`src/rtl/core/signed_integer_digit_glyph_renderer_defines.svh`:
```
// Assertion macros shared by the glyph renderer RTL.
// No dependencies; included by the files that carry concurrent checks.
`ifndef SIGNED_INTEGER_DIGIT_GLYPH_RENDERER_DEFINES_SVH
`define SIGNED_INTEGER_DIGIT_GLYPH_RENDERER_DEFINES_SVH

// same-cycle implication
`define SIGR_ASSERT_IMP(lbl, clk_s, rstn_s, ante, cons, msg) \
  lbl: assert property (@(posedge clk_s) disable iff (!rstn_s) (ante) |-> (cons)) \
    else $error(msg);

// next-cycle implication
`define SIGR_ASSERT_NXT(lbl, clk_s, rstn_s, ante, cons, msg) \
  lbl: assert property (@(posedge clk_s) disable iff (!rstn_s) (ante) |=> (cons)) \
    else $error(msg);

`endif

```
`src/rtl/core/sigr_pkg.sv`:
```
// Types, codes and constants for the glyph renderer: beat structs, step and
// microcode word types, and the 3x5 font ROM. No dependencies.
`default_nettype none

package sigr_pkg;

  typedef struct packed {
    logic               opcode;
    logic signed [31:0] new_value;
    logic [2:0]         pixel_row;
    logic [4:0]         pixel_column;
  } sigr_in_t;

  typedef struct packed {
    logic [1:0] pixel_class;
    logic [4:0] drawn_width;
    logic       area_reduced;
  } sigr_out_t;

  localparam logic OP_SET   = 1'b0;
  localparam logic OP_QUERY = 1'b1;

  localparam logic [1:0] CLS_BACKGROUND = 2'd0;
  localparam logic [1:0] CLS_FOREGROUND = 2'd1;
  localparam logic [1:0] CLS_BLANK      = 2'd2;

  localparam int GLYPH_W     = 3;
  localparam int GLYPH_H     = 5;
  localparam int GLYPH_BITS  = GLYPH_W * GLYPH_H;
  localparam int SLOT_W      = GLYPH_W + 1;
  localparam logic [3:0] MINUS_GLYPH = 4'd10;

  // 21 font bytes, byte k at bits [8k+7:8k], LSB first
  localparam int FONT_LEN = 168;
  localparam logic [FONT_LEN-1:0] FONT_ROM =
    168'h00_70_24_F7_FB_EF_92_4F_EF_27_CE_7C_9E_DF_3C_FC_F9_FA_49_FB_6F;

  // floor(x/10) = (x * RECIP_10) >> RECIP_SHIFT for any 32-bit x
  localparam logic [31:0] RECIP_10    = 32'hCCCC_CCCD;
  localparam int          RECIP_SHIFT = 35;

  typedef enum logic [1:0] {
    STEP_IDLE,
    STEP_MUL,
    STEP_DIGIT,
    STEP_FINISH
  } step_t;

  typedef enum logic [1:0] {
    COND_NEVER,
    COND_START,
    COND_DIGITS_DONE,
    COND_OUT_FREE
  } cond_t;

  typedef struct packed {
    logic  accept_en;
    logic  mul_en;
    logic  digit_en;
    logic  finish_en;
    cond_t cond;
    step_t next_step;
    step_t jump_step;
  } ucode_t;

  typedef struct packed {
    logic load;
    logic mul;
    logic digit;
    logic finish;
  } dp_ctrl_t;

endpackage

`default_nettype wire

```
`src/rtl/core/sigr_ucode_rom.sv`:
```
// Microprogram table of the renderer sequencer: one control word per step.
// Depends on sigr_pkg.
`default_nettype none

module sigr_ucode_rom (
  input  sigr_pkg::step_t  step,
  output sigr_pkg::ucode_t word
);
  import sigr_pkg::*;

  always_comb begin
    unique case (step)
      // wait for a beat; a set-value starts the digit loop
      STEP_IDLE:   word = '{accept_en: 1'b1, mul_en: 1'b0, digit_en: 1'b0,
                            finish_en: 1'b0, cond: COND_START,
                            next_step: STEP_IDLE, jump_step: STEP_MUL};
      STEP_MUL:    word = '{accept_en: 1'b0, mul_en: 1'b1, digit_en: 1'b0,
                            finish_en: 1'b0, cond: COND_NEVER,
                            next_step: STEP_DIGIT, jump_step: STEP_DIGIT};
      STEP_DIGIT:  word = '{accept_en: 1'b0, mul_en: 1'b0, digit_en: 1'b1,
                            finish_en: 1'b0, cond: COND_DIGITS_DONE,
                            next_step: STEP_MUL, jump_step: STEP_FINISH};
      // hold until the output register is free
      STEP_FINISH: word = '{accept_en: 1'b0, mul_en: 1'b0, digit_en: 1'b0,
                            finish_en: 1'b1, cond: COND_OUT_FREE,
                            next_step: STEP_FINISH, jump_step: STEP_IDLE};
      default:     word = '{accept_en: 1'b0, mul_en: 1'b0, digit_en: 1'b0,
                            finish_en: 1'b0, cond: COND_NEVER,
                            next_step: STEP_IDLE, jump_step: STEP_IDLE};
    endcase
  end

endmodule

`default_nettype wire

```
`src/rtl/core/sigr_digit_path.sv`:
```
// Digit datapath: magnitude, reciprocal multiplier, digit store, count,
// drawn width and shrink flag. Depends on sigr_pkg and the defines header.
`default_nettype none
`include "signed_integer_digit_glyph_renderer_defines.svh"

module sigr_digit_path #(
  parameter int MAX_DIGITS = 6
) (
  input  wire                              clk,
  input  wire                              rst_n,
  input  sigr_pkg::dp_ctrl_t               ctrl,
  input  wire [31:0]                       load_value,
  output logic                             neg,
  output logic [MAX_DIGITS-1:0][3:0]       digits,
  output logic [$clog2(MAX_DIGITS+1)-1:0]  count,
  output logic [$clog2(MAX_DIGITS*4+5)-1:0] width,
  output logic                             shrink,
  output logic                             digits_done,
  output logic [$clog2(MAX_DIGITS*4+5)-1:0] fin_width,
  output logic                             fin_shrink
);
  import sigr_pkg::*;

  localparam int CW = $clog2(MAX_DIGITS + 1);
  localparam int WW = $clog2(MAX_DIGITS * 4 + 5);
  localparam int IW = (MAX_DIGITS > 1) ? $clog2(MAX_DIGITS) : 1;
  localparam int QW = 64 - RECIP_SHIFT;

  logic [31:0]                mag_r;
  logic [QW-1:0]              quo_r;
  logic                       neg_r;
  logic [MAX_DIGITS-1:0][3:0] digits_r;
  logic [CW-1:0]              count_r;
  logic [WW-1:0]              width_r;
  logic                       shrink_r;

  logic [63:0] prod;
  logic [31:0] quo_ext;
  logic [31:0] quo_x10;
  logic [31:0] rem_full;

  assign prod     = 64'(mag_r) * 64'(RECIP_10);
  assign quo_ext  = 32'(quo_r);
  assign quo_x10  = (quo_ext << 3) + (quo_ext << 1);
  assign rem_full = mag_r - quo_x10;

  // last digit when nothing is left above it or the store is full
  assign digits_done = (quo_r == '0) || ((count_r + CW'(1)) == CW'(MAX_DIGITS));

  assign fin_width  = (WW'(count_r) << 2) - WW'(1) + (neg_r ? WW'(SLOT_W) : WW'(0));
  assign fin_shrink = fin_width < width_r;

  always_ff @(posedge clk) begin
    if (!rst_n) begin
      neg_r    <= 1'b0;
      count_r  <= '0;
      width_r  <= '0;
      shrink_r <= 1'b0;
    end else begin
      if (ctrl.load) begin
        neg_r   <= load_value[31];
        count_r <= '0;
      end
      if (ctrl.digit) begin
        count_r <= count_r + CW'(1);
      end
      if (ctrl.finish) begin
        width_r  <= fin_width;
        shrink_r <= fin_shrink;
      end
    end
  end

  always_ff @(posedge clk) begin
    if (ctrl.load) begin
      mag_r <= load_value[31] ? (32'd0 - load_value) : load_value;
    end
    if (ctrl.mul) begin
      quo_r <= prod[63:RECIP_SHIFT];
    end
    if (ctrl.digit) begin
      digits_r[count_r[IW-1:0]] <= rem_full[3:0];
      mag_r                     <= quo_ext;
    end
  end

  assign neg    = neg_r;
  assign digits = digits_r;
  assign count  = count_r;
  assign width  = width_r;
  assign shrink = shrink_r;

  `SIGR_ASSERT_NXT(a_count_range, clk, rst_n, ctrl.digit,
                   (count_r != '0) && (count_r <= CW'(MAX_DIGITS)),
                   "digit count out of range after a digit step")

endmodule

`default_nettype wire

```
`src/rtl/core/sigr_pixel_lookup.sv`:
```
// Pixel query: slot and column decode, digit select and font ROM read.
// Depends on sigr_pkg.
`default_nettype none

module sigr_pixel_lookup #(
  parameter int MAX_DIGITS = 6
) (
  input  wire [2:0]                          row,
  input  wire [4:0]                          col,
  input  wire                                neg,
  input  wire [MAX_DIGITS-1:0][3:0]          digits,
  input  wire [$clog2(MAX_DIGITS+1)-1:0]     count,
  input  wire [$clog2(MAX_DIGITS*4+5)-1:0]   width,
  output logic [1:0]                         pixel_class
);
  import sigr_pkg::*;

  localparam int CW   = $clog2(MAX_DIGITS + 1);
  localparam int WW   = $clog2(MAX_DIGITS * 4 + 5);
  localparam int IW   = (MAX_DIGITS > 1) ? $clog2(MAX_DIGITS) : 1;
  localparam int CMPW = (WW > 5) ? WW : 5;
  localparam int KW   = (CW > 3) ? CW : 3;

  logic          outside;
  logic [2:0]    slot;
  logic [1:0]    sub;
  logic [KW-1:0] digit_slot;
  logic [KW-1:0] pos;
  logic [3:0]    glyph;
  logic [7:0]    font_idx;
  logic          font_bit;
  logic          is_minus;
  logic          in_digits;

  assign outside    = (CMPW'(col) >= CMPW'(width)) || (row >= 3'(GLYPH_H));
  assign slot       = col[4:2];
  assign sub        = col[1:0];
  assign is_minus   = neg && (slot == 3'd0);
  assign digit_slot = KW'(slot) - KW'(neg);
  assign in_digits  = digit_slot < KW'(count);
  // leftmost glyph is the most significant kept digit
  assign pos        = KW'(count) - KW'(1) - digit_slot;
  assign glyph      = is_minus ? MINUS_GLYPH : digits[pos[IW-1:0]];
  assign font_idx   = 8'(glyph) * 8'(GLYPH_BITS) + 8'(row) * 8'(GLYPH_W) + 8'(sub);
  assign font_bit   = (font_idx < 8'(FONT_LEN)) ? FONT_ROM[font_idx] : 1'b0;

  always_comb begin
    priority if (outside) begin
      pixel_class = CLS_BLANK;
    end else if (sub == 2'(GLYPH_W)) begin
      pixel_class = CLS_BACKGROUND;
    end else if (is_minus || in_digits) begin
      pixel_class = font_bit ? CLS_FOREGROUND : CLS_BACKGROUND;
    end else begin
      pixel_class = CLS_BLANK;
    end
  end

endmodule

`default_nettype wire

```
`src/rtl/core/signed_integer_digit_glyph_renderer.sv`:
```
// Signed integer glyph renderer. A pixel query is answered in the cycle after
// its beat is taken, so queries can stream one per cycle while the block is idle
// and results are accepted. A set-value beat holds the block while it works out
// the digits it keeps (1 to MAX_DIGITS; up to six at the default): each digit takes
// one pass through the shared reciprocal multiplier and one digit step to peel off
// the remainder, all steered by a four-step microprogram. Results wait
// in a single output register; while a result sits there unaccepted, no new
// beat is taken and a finished set-value holds in its last step.
`default_nettype none
`include "signed_integer_digit_glyph_renderer_defines.svh"

module signed_integer_digit_glyph_renderer #(
  parameter int MAX_DIGITS = 6
) (
  input  wire                  clk,
  input  wire                  rst_n,
  input  wire                  in_valid,
  output logic                 in_ready,
  input  sigr_pkg::sigr_in_t   in_data,
  output logic                 out_valid,
  input  wire                  out_ready,
  output sigr_pkg::sigr_out_t  out_data
);
  import sigr_pkg::*;

  localparam int CW = $clog2(MAX_DIGITS + 1);
  localparam int WW = $clog2(MAX_DIGITS * 4 + 5);

  step_t     step_r, step_nxt;
  logic      out_valid_r;
  sigr_out_t out_data_r;

  ucode_t    uc;
  dp_ctrl_t  ctrl;
  logic      out_free;
  logic      in_fire;
  logic      query_fire;
  logic      cond_true;

  logic                       neg;
  logic [MAX_DIGITS-1:0][3:0] digits;
  logic [CW-1:0]              count;
  logic [WW-1:0]              width;
  logic                       digits_done;
  logic [WW-1:0]              fin_width;
  logic                       fin_shrink;
  logic                       shrink;
  logic [1:0]                 pixel_class;

  sigr_ucode_rom u_rom (
    .step (step_r),
    .word (uc)
  );

  assign out_free   = !out_valid_r || out_ready;
  assign in_ready   = uc.accept_en && out_free;
  assign in_fire    = in_valid && in_ready;
  assign query_fire = in_fire && (in_data.opcode == OP_QUERY);

  always_comb begin
    unique case (uc.cond)
      COND_NEVER:       cond_true = 1'b0;
      COND_START:       cond_true = in_fire && (in_data.opcode == OP_SET);
      COND_DIGITS_DONE: cond_true = digits_done;
      COND_OUT_FREE:    cond_true = out_free;
      default:          cond_true = 1'b0;
    endcase
  end

  assign step_nxt = cond_true ? uc.jump_step : uc.next_step;

  assign ctrl = '{load:   in_fire && (in_data.opcode == OP_SET),
                  mul:    uc.mul_en,
                  digit:  uc.digit_en,
                  finish: uc.finish_en && out_free};

  sigr_digit_path #(
    .MAX_DIGITS (MAX_DIGITS)
  ) u_dp (
    .clk         (clk),
    .rst_n       (rst_n),
    .ctrl        (ctrl),
    .load_value  (in_data.new_value),
    .neg         (neg),
    .digits      (digits),
    .count       (count),
    .width       (width),
    .shrink      (shrink),
    .digits_done (digits_done),
    .fin_width   (fin_width),
    .fin_shrink  (fin_shrink)
  );

  sigr_pixel_lookup #(
    .MAX_DIGITS (MAX_DIGITS)
  ) u_px (
    .row         (in_data.pixel_row),
    .col         (in_data.pixel_column),
    .neg         (neg),
    .digits      (digits),
    .count       (count),
    .width       (width),
    .pixel_class (pixel_class)
  );

  always_ff @(posedge clk) begin
    if (!rst_n) begin
      step_r      <= STEP_IDLE;
      out_valid_r <= 1'b0;
    end else begin
      step_r <= step_nxt;
      if (query_fire) begin
        out_valid_r <= 1'b1;
        out_data_r  <= '{pixel_class:  pixel_class,
                         drawn_width:  5'(width),
                         area_reduced: shrink};
      end else if (ctrl.finish) begin
        out_valid_r <= 1'b1;
        out_data_r  <= '{pixel_class:  CLS_BACKGROUND,
                         drawn_width:  5'(fin_width),
                         area_reduced: fin_shrink};
      end else if (out_ready) begin
        out_valid_r <= 1'b0;
      end
    end
  end

  assign out_valid = out_valid_r;
  assign out_data  = out_data_r;

  `SIGR_ASSERT_IMP(a_ready_only_idle, clk, rst_n, in_ready, step_r == STEP_IDLE,
                   "beat taken while the digit loop is busy")
  `SIGR_ASSERT_NXT(a_finish_result, clk, rst_n, ctrl.finish,
                   out_valid_r && (step_r == STEP_IDLE) &&
                   (out_data_r.pixel_class == CLS_BACKGROUND),
                   "set-value finish did not yield a result")
  `SIGR_ASSERT_NXT(a_query_width, clk, rst_n, query_fire,
                   out_valid_r && (out_data_r.drawn_width == $past(5'(width))),
                   "query result width differs from stored width")

endmodule

`default_nettype wire

```
`config.mk`:
```
export PLATFORM = sky130hd
export DESIGN_NAME = signed_integer_digit_glyph_renderer
export DESIGN_NICKNAME = d
export VERILOG_FILES = /design/src/rtl/core/sigr_pkg.sv /design/src/rtl/core/sigr_ucode_rom.sv /design/src/rtl/core/sigr_digit_path.sv /design/src/rtl/core/sigr_pixel_lookup.sv /design/src/rtl/core/signed_integer_digit_glyph_renderer.sv
export VERILOG_INCLUDE_DIRS = /design/src /design/src/rtl/core
export SDC_FILE = /design/constraint.sdc
export NUM_CORES = 1
export LEC_CHECK = 0
export ABC_AREA = 1
export BUFFER_PORTS_ARGS = -buffer_cell sky130_fd_sc_hd__buf_4
export CORE_ASPECT_RATIO = 0.8
export CORE_MARGIN = 2
export CORE_UTILIZATION = 30
export DETAILED_ROUTE_END_ITERATION = 8
export SETUP_SLACK_MARGIN = 0.15
export SYNTH_ARGS = -nofsm -noshare
export SYNTH_HDL_FRONTEND = slang
export SYNTH_SLANG_ARGS = --single-unit
export TNS_END_PERCENT = 1
```
`constraint.sdc`:
```
create_clock -name clk -period 14.7 [get_ports clk]
set_input_delay 1.47 -clock clk [delete_from_list [all_inputs] [get_ports clk]]
set_output_delay 1.47 -clock clk [all_outputs]
set_load 0.005 [all_outputs]
```
==> results of run 1 <==
[cell type report]
class	instances	area (um^2)	area share, %
multi-input combinational	2092	19000	69.4
inverter	873	3280	12.0
sequential	104	2970	10.8
tap	1115	1400	5.09
timing repair buffer	60	450	1.64
clock buffer	10	229	0.835
clock inverter	6	62.6	0.228
[cell usage after synthesis (13+ instances only)]
library cell	number	area share, %
nand3_1	107	2.1
edfxtp_1	89	11
fa_1	398	31
inv_1	865	13
nor2_2	13	0.32
nor3_1	15	0.30
dfxtp_1	15	1.2
ha_1	401	20
a21oi_1	125	2.5
xor2_1	49	1.7
nand2_1	573	8.5
o21ai_0	88	1.7
o21bai_1	20	0.59
nand4_1	15	0.37
xnor2_1	14	0.48
nor2_1	193	2.9
[registers in the layout (all words and copies together), names as in the netlist]
signal,cells
out_data,7
u_dp.mag_r,32
u_dp.width,4
out_valid,1
u_dp.quo_r,29
step_r,2
u_dp.neg,1
u_dp.shrink,1
u_dp.count,3
u_dp.digits,24
[through the flow]
step / util (%) / cell area, um^2 / worst slack (ps) / std cells
4_1_cts: 32.7 / 27400 / 7750 / 4260
6_report: 32.7 / 27400 / 7600 / 4260
3_5_place_dp: 32.3 / 27100 / 7620 / 4244
3_3_place_gp: 32.3 / 27100 / 7660 / 4244
5_1_grt: 32.7 / 27400 / 7420 / 4260
2_1_floorplan: - / 25400 / 8300 / 3089
[path summary, 6_finish.rpt]
path | to | slack [ps]
worst min register to register | u_dp.count[2]$_SDFFE_PN0P_ | 520
worst max register to register | u_dp.quo_r[8]$_DFFE_PP_ | 7600
worst max-delay path | u_dp.quo_r[8]$_DFFE_PP_ | 7600
worst min-delay path | u_dp.count[2]$_SDFFE_PN0P_ | 520
[worst reg2reg max path, cell delays in order (launching register included)]
cell and delay [ps]:
edfxtp_1 610, ha_1 660, inv_1 170, nand2_1 100
nand2_1 260, o21ai_0 530, fa_1 530, fa_1 540
fa_1 480, fa_1 530, fa_1 420, ha_1 290
ha_1 410, nand2_1 150, nor2_1 320, nand2_1 150
inv_1 110, nand2_1 160, inv_1 130, nand3_1 100
nand4_1 100, nand2_1 80
[kinds of logic after synthesis]
group / count (synthesis) / share of synthesized area, %
flops: 104 / 11.7
fa+ha+maj: 799 / 51.2
simple gates: 960 / 15.8
compound gates: 270 / 5.82
xor+xnor: 63 / 2.18
buf+inv: 893 / 13.3
[placed cells by master, fill, tap and decap left out, types with 49 or more instances in the layout]
cell type,count
nand2_1,572
inv_1,865
ha_1,401
o21ai_0,88
buf_4,60
edfxtp_1,89
a21oi_1,125
nor2_1,193
xor2_1,49
fa_1,398
nand3_1,107
[metal layers]
metal  vias to the layer above  global-route usage (%)  routed length (um)
met4                         0                    4.78                2150
met1                      9498                    27.5               37500
li1                       9462                       -                   -
met2                       664                    28.0               32600
met5                         -                       0                   0
met3                        97                    2.39                5460
==> results.md, run 1 <==
- Slew @ Worst Pin: 1140 ps
- # IOs: 55
- Cts hold-fix bufs: 0
- Cell mode on critical path: nand2_1
- Critical-path cell list: ha_1, inv_1, nand2_1, nand2_1, o21ai_0, fa_1, fa_1, fa_1, fa_1, fa_1, ha_1, ha_1, nand2_1, nor2_1, nand2_1, inv_1, nand2_1, inv_1, nand3_1, nand4_1, nand2_1
- Synthesized instance count: 3,089
- Post-route ant nets: 0
- FFs w/ async S/R, synth: 0%
- RSZ-0062 raised after global routing: no
- Min Clock Period, post-route: 7100 ps
- CTS sink cnt: 104
- Syn nets: 3,933
- Cell Rows: 95
- Ys Warns: 0
- Postcts setup bufs: 0
- First-pass GRT wire length: 121 mm
- Cell Area, Synth: 25,400 um^2
- Slew Limit Fails: 0
- DR WL/cell: 18.2 um
- Nets: 3,984
- Area Growth Syn to Fin: 8.07%
- Die H: 264 um
- Type of origin of the critical path: flip-flop
- Yosys reg bits: 104
- Number of port buffers: 54
- Largest net degree at the start of global routing: 44
- Vias in the first global route: 20,200
- Core Box Area: 83,900 um^2
- Final setup vio count: 0
- Die Wd: 329 um
- DP HPWL: 69.9 mm
- Hold path cells: 2
- CTS tree: done
- CP max FO: 8
- Status: finished, final reports clean
- Initial core utilization: 30.2%
- Layout fillers: 8,997
- First-pass DRT Iterations: 5
- Post-synth EDFFs: 89
- Maximum buffer depth of the clock tree: 2
- 1st-iter DRT viols: 1,772
- Syn avg cell area: 8.21 um^2
- Worst Path Buf+Inv: 3
- H-tree depth: 3
- Number of diodes: 0
- Sequential share of the synthesized area: 11.7%
- Max Clk Rate: 0.141 GHz
- Final Hold Fails: 0
- Worst-case clock skew: 21.1 ps
- DRC violations left: 0
- CTS Buf Count: 9
- CP Class: reg2reg
- Die ar.: 86,900 um^2
- CP endpoint kind: flip-flop
- Post-CTS Resized: 0
- Crit. path cell count: 21
- Critical Path Slowest Stage Cell: ha_1
- Worst Path Required: 14,840 ps
- Worst hold path class: reg2reg
- Worst skew pair latency: 400 ps
- Worst hold path startpoint: u_dp.count[2]$_SDFFE_PN0P_
- Initial antenna violation count: 0
- Final Cycle Share: 48.3%
- Setup_tns: 0 ps
- Worst EP arrival: 7240 ps
- Slew HR: 24.0%
- DR vias/cell: 4.63
- Crit-path leading delay family: adder cells
- DRT Wirelength: 77.7 mm
- Worst R2R Start: u_dp.mag_r[7]$_DFFE_PP_
- Total track usage: 18.4%
- Cells on worst reg2reg path: 21
- Crit path from: u_dp.mag_r[7]$_DFFE_PP_
- Cell variety after synth: 45
- Worst path max stage delay: 660 ps
- Predominant post-synthesis flop cell: edfxtp_1
- Worst-path clk slew: 80 ps
- GP Congestion: 0.998
- GRT overflow: 0
- CTS Root Cell: clkbuf_16
- Layout cell share with drive strength beyond 1: 4.17%
- Via count: 19,700
- Min Hold Slack: 521 ps
- Max-cap violation count: 0
Power of run 1 is left out: the tool's default activity adds up to more than one toggle a clock period on the data nets, which glitch-free logic cannot reach.
==> inputs of run 2 (changes only) <==
- clock period: 14.7 -> 6.3 ns (I/O delays scaled with it)
==> run 2 against run 1 <==
- the flow now finishes with violations (negative setup slack)
- register-to-register slack got worse by 7600 ps
- sequential share of layout area is 1.2 points lower
- cell count is 8.2% higher
- via count increased by 7.3%
- critical path depth increased by 2
- maximum frequency rose by 12%
- clock skew is 6.9 ps lower
- global-route usage grew 1.3 points
- hold slack gained 1.2 ps
- first-iteration DRC count up 11%
- final area rose by 13%
- sequential cell count unchanged
- critical endpoint is now u_dp.quo_r[21]$_DFFE_PP_
==> results.md, run 2 (same netlist as run 1, synthesis figures left out) <==
- Util after Layout: 36.9%
- GP Congestion: 1.02
- Cells after DPL: 4,551
- DRC violations left: 0
- Max Clk Rate: 0.158 GHz
- First-pass GRT wire length: 128 mm
- Critical Path Slowest Stage Cell: fa_2
- Die ar.: 86,900 um^2
- Via count: 21,200
- Maximum buffer depth of the clock tree: 2
- Slew Limit Fails: 0
- H-tree depth: 3
- Largest net degree at the start of global routing: 44
- Most frequent cells in the layout: 848 x inv_1, 542 x nand2_1, 403 x buf_4
- Layout cell share with drive strength beyond 1: 18.7%
- Critical-path cell list: ha_4, clkinvlp_4, buf_4, buf_4, fa_1, fa_1, fa_1, fa_1, fa_1, fa_2, inv_1, ha_1, ha_4, nand2_1, nor2_2, inv_1, nor2_2, inv_1, nor3_4, buf_4, nand3_2, nand3_1, nand2_1
- Worst hold path startpoint: u_dp.count[2]$_SDFFE_PN0P_
- Cell mode on critical path: fa_1
- Worst skew pair latency: 400 ps
- CTS tree: done
- CP max FO: 4
- Final worst slack: -19.2 ps
- DR WL/cell: 18.2 um
- Crit path from: u_dp.mag_r[16]$_DFFE_PP_
- Non-Filler Instances: 4,610
- CTS Root Cell: clkbuf_16
- Max reg flops: 32
- Number of port buffers: 54
- Min Hold Slack: 522 ps
- Pre-CTS WS: -270 ps
- Initial antenna violation count: 0
- RSZ-0062 raised after global routing: yes
- CTS sink cnt: 104
- Final Cycle Share: 100%
- Cell Rows: 95
- Commonest non-fill, non-tap cell in the layout: inv_1
- First-pass DRT Iterations: 6
- Final setup vio count: 7
- Vias in the first global route: 21,500
- Total track usage: 19.7%
- DR vias/cell: 4.59
- Layout fillers: 8,681
- Core Box Area: 83,900 um^2
- Worst-path clk slew: 90 ps
- Slew HR: 47.7%
- Slew @ Worst Pin: 783 ps
- DP HPWL: 74.8 mm
- 1st-iter DRT viols: 1,966
- Final Hold Fails: 0
- Worst-case clock skew: 14.2 ps
- Failing checks: negative setup slack
- CTS Buf Count: 9
- Worst path max stage delay: 580 ps
- Die H: 264 um
- GRT overflow: 0
- Worst Path Required: 6470 ps
- Largest Register: u_dp.mag_r
- Crit-path leading delay family: adder cells
- # IOs: 55
- Worst EP arrival: 6490 ps
- Type of origin of the critical path: flip-flop
- Die Wd: 329 um
- Worst Path Buf+Inv: 7
- Number of diodes: 0
- DRT Wirelength: 84.1 mm
- CP Class: reg2reg
- CP endpoint kind: flip-flop
- Max-cap violation count: 0
- Worst hold path class: reg2reg
- Post-route ant nets: 0
- Nets: 4,334
- Area Growth Syn to Fin: 22.1%
- Status: finished, violations left
- Worst R2R Start: u_dp.mag_r[16]$_DFFE_PP_
- Min Clock Period, post-route: 6320 ps
- Initial core utilization: 30.2%
-- run 2: final timing paths --
check / slack (ps) / endpoint / cells after the start
max: -20 / u_dp.quo_r[21]$_DFFE_PP_ / 23
min reg2reg: 520 / u_dp.count[2]$_SDFFE_PN0P_ / 2
max reg2reg: -20 / u_dp.quo_r[21]$_DFFE_PP_ / 23
min: 520 / u_dp.count[2]$_SDFFE_PN0P_ / 2
-- run 2: repair_timing --
action | 4_1_cts | 5_1_grt
resized for setup | 126 | 84
buffers inserted | 32 | 11
hold endpoints to repair | 0 | 0
cloned | 0 | 0
hold buffers | 0 | 0
setup endpoints to repair | 29 | 30
pin swaps | 43 | 33
-- run 2: final cells by class --
class,instances,area [um^2],share of cell area [%]
Clock buffer,9,225,0.727
Clock inverter,7,62.6,0.202
Inverter,873,3290,10.6
Multi-Input combinational cell,2092,19900,64.3
Sequential cell,104,2970,9.60
Tap cell,1115,1400,4.50
Timing Repair Buffer,410,3120,10.1
-- run 2: metrics by stage --
| step | setup TNS (ps) | area (um^2) |
|---|---|---|
| 2_1_floorplan | 0 | 25400 |
| 3_3_place_gp | -3780 | 29400 |
| 3_5_place_dp | -3960 | 29400 |
| 4_1_cts | 0 | 30600 |
| 5_1_grt | -4690 | 31000 |
| 6_report | -74.7 | 31000 |
-- run 2: tightest hold or removal path, delay by kind of cell (launching register included) --
family	cells	cell delay, ps
AOI/OAI and AO/OA	1	50
DFF	1	350
and+or+nand+nor	1	80
-- run 2: per-layer routing --
metal | GRT usage (%) | routed length [um]
met4 | 5.33 | 2670
met2 | 29.8 | 35400
met1 | 29.2 | 39500
met3 | 2.82 | 6540
met5 | 0 | 0
Power of run 2 is left out for the same reason.
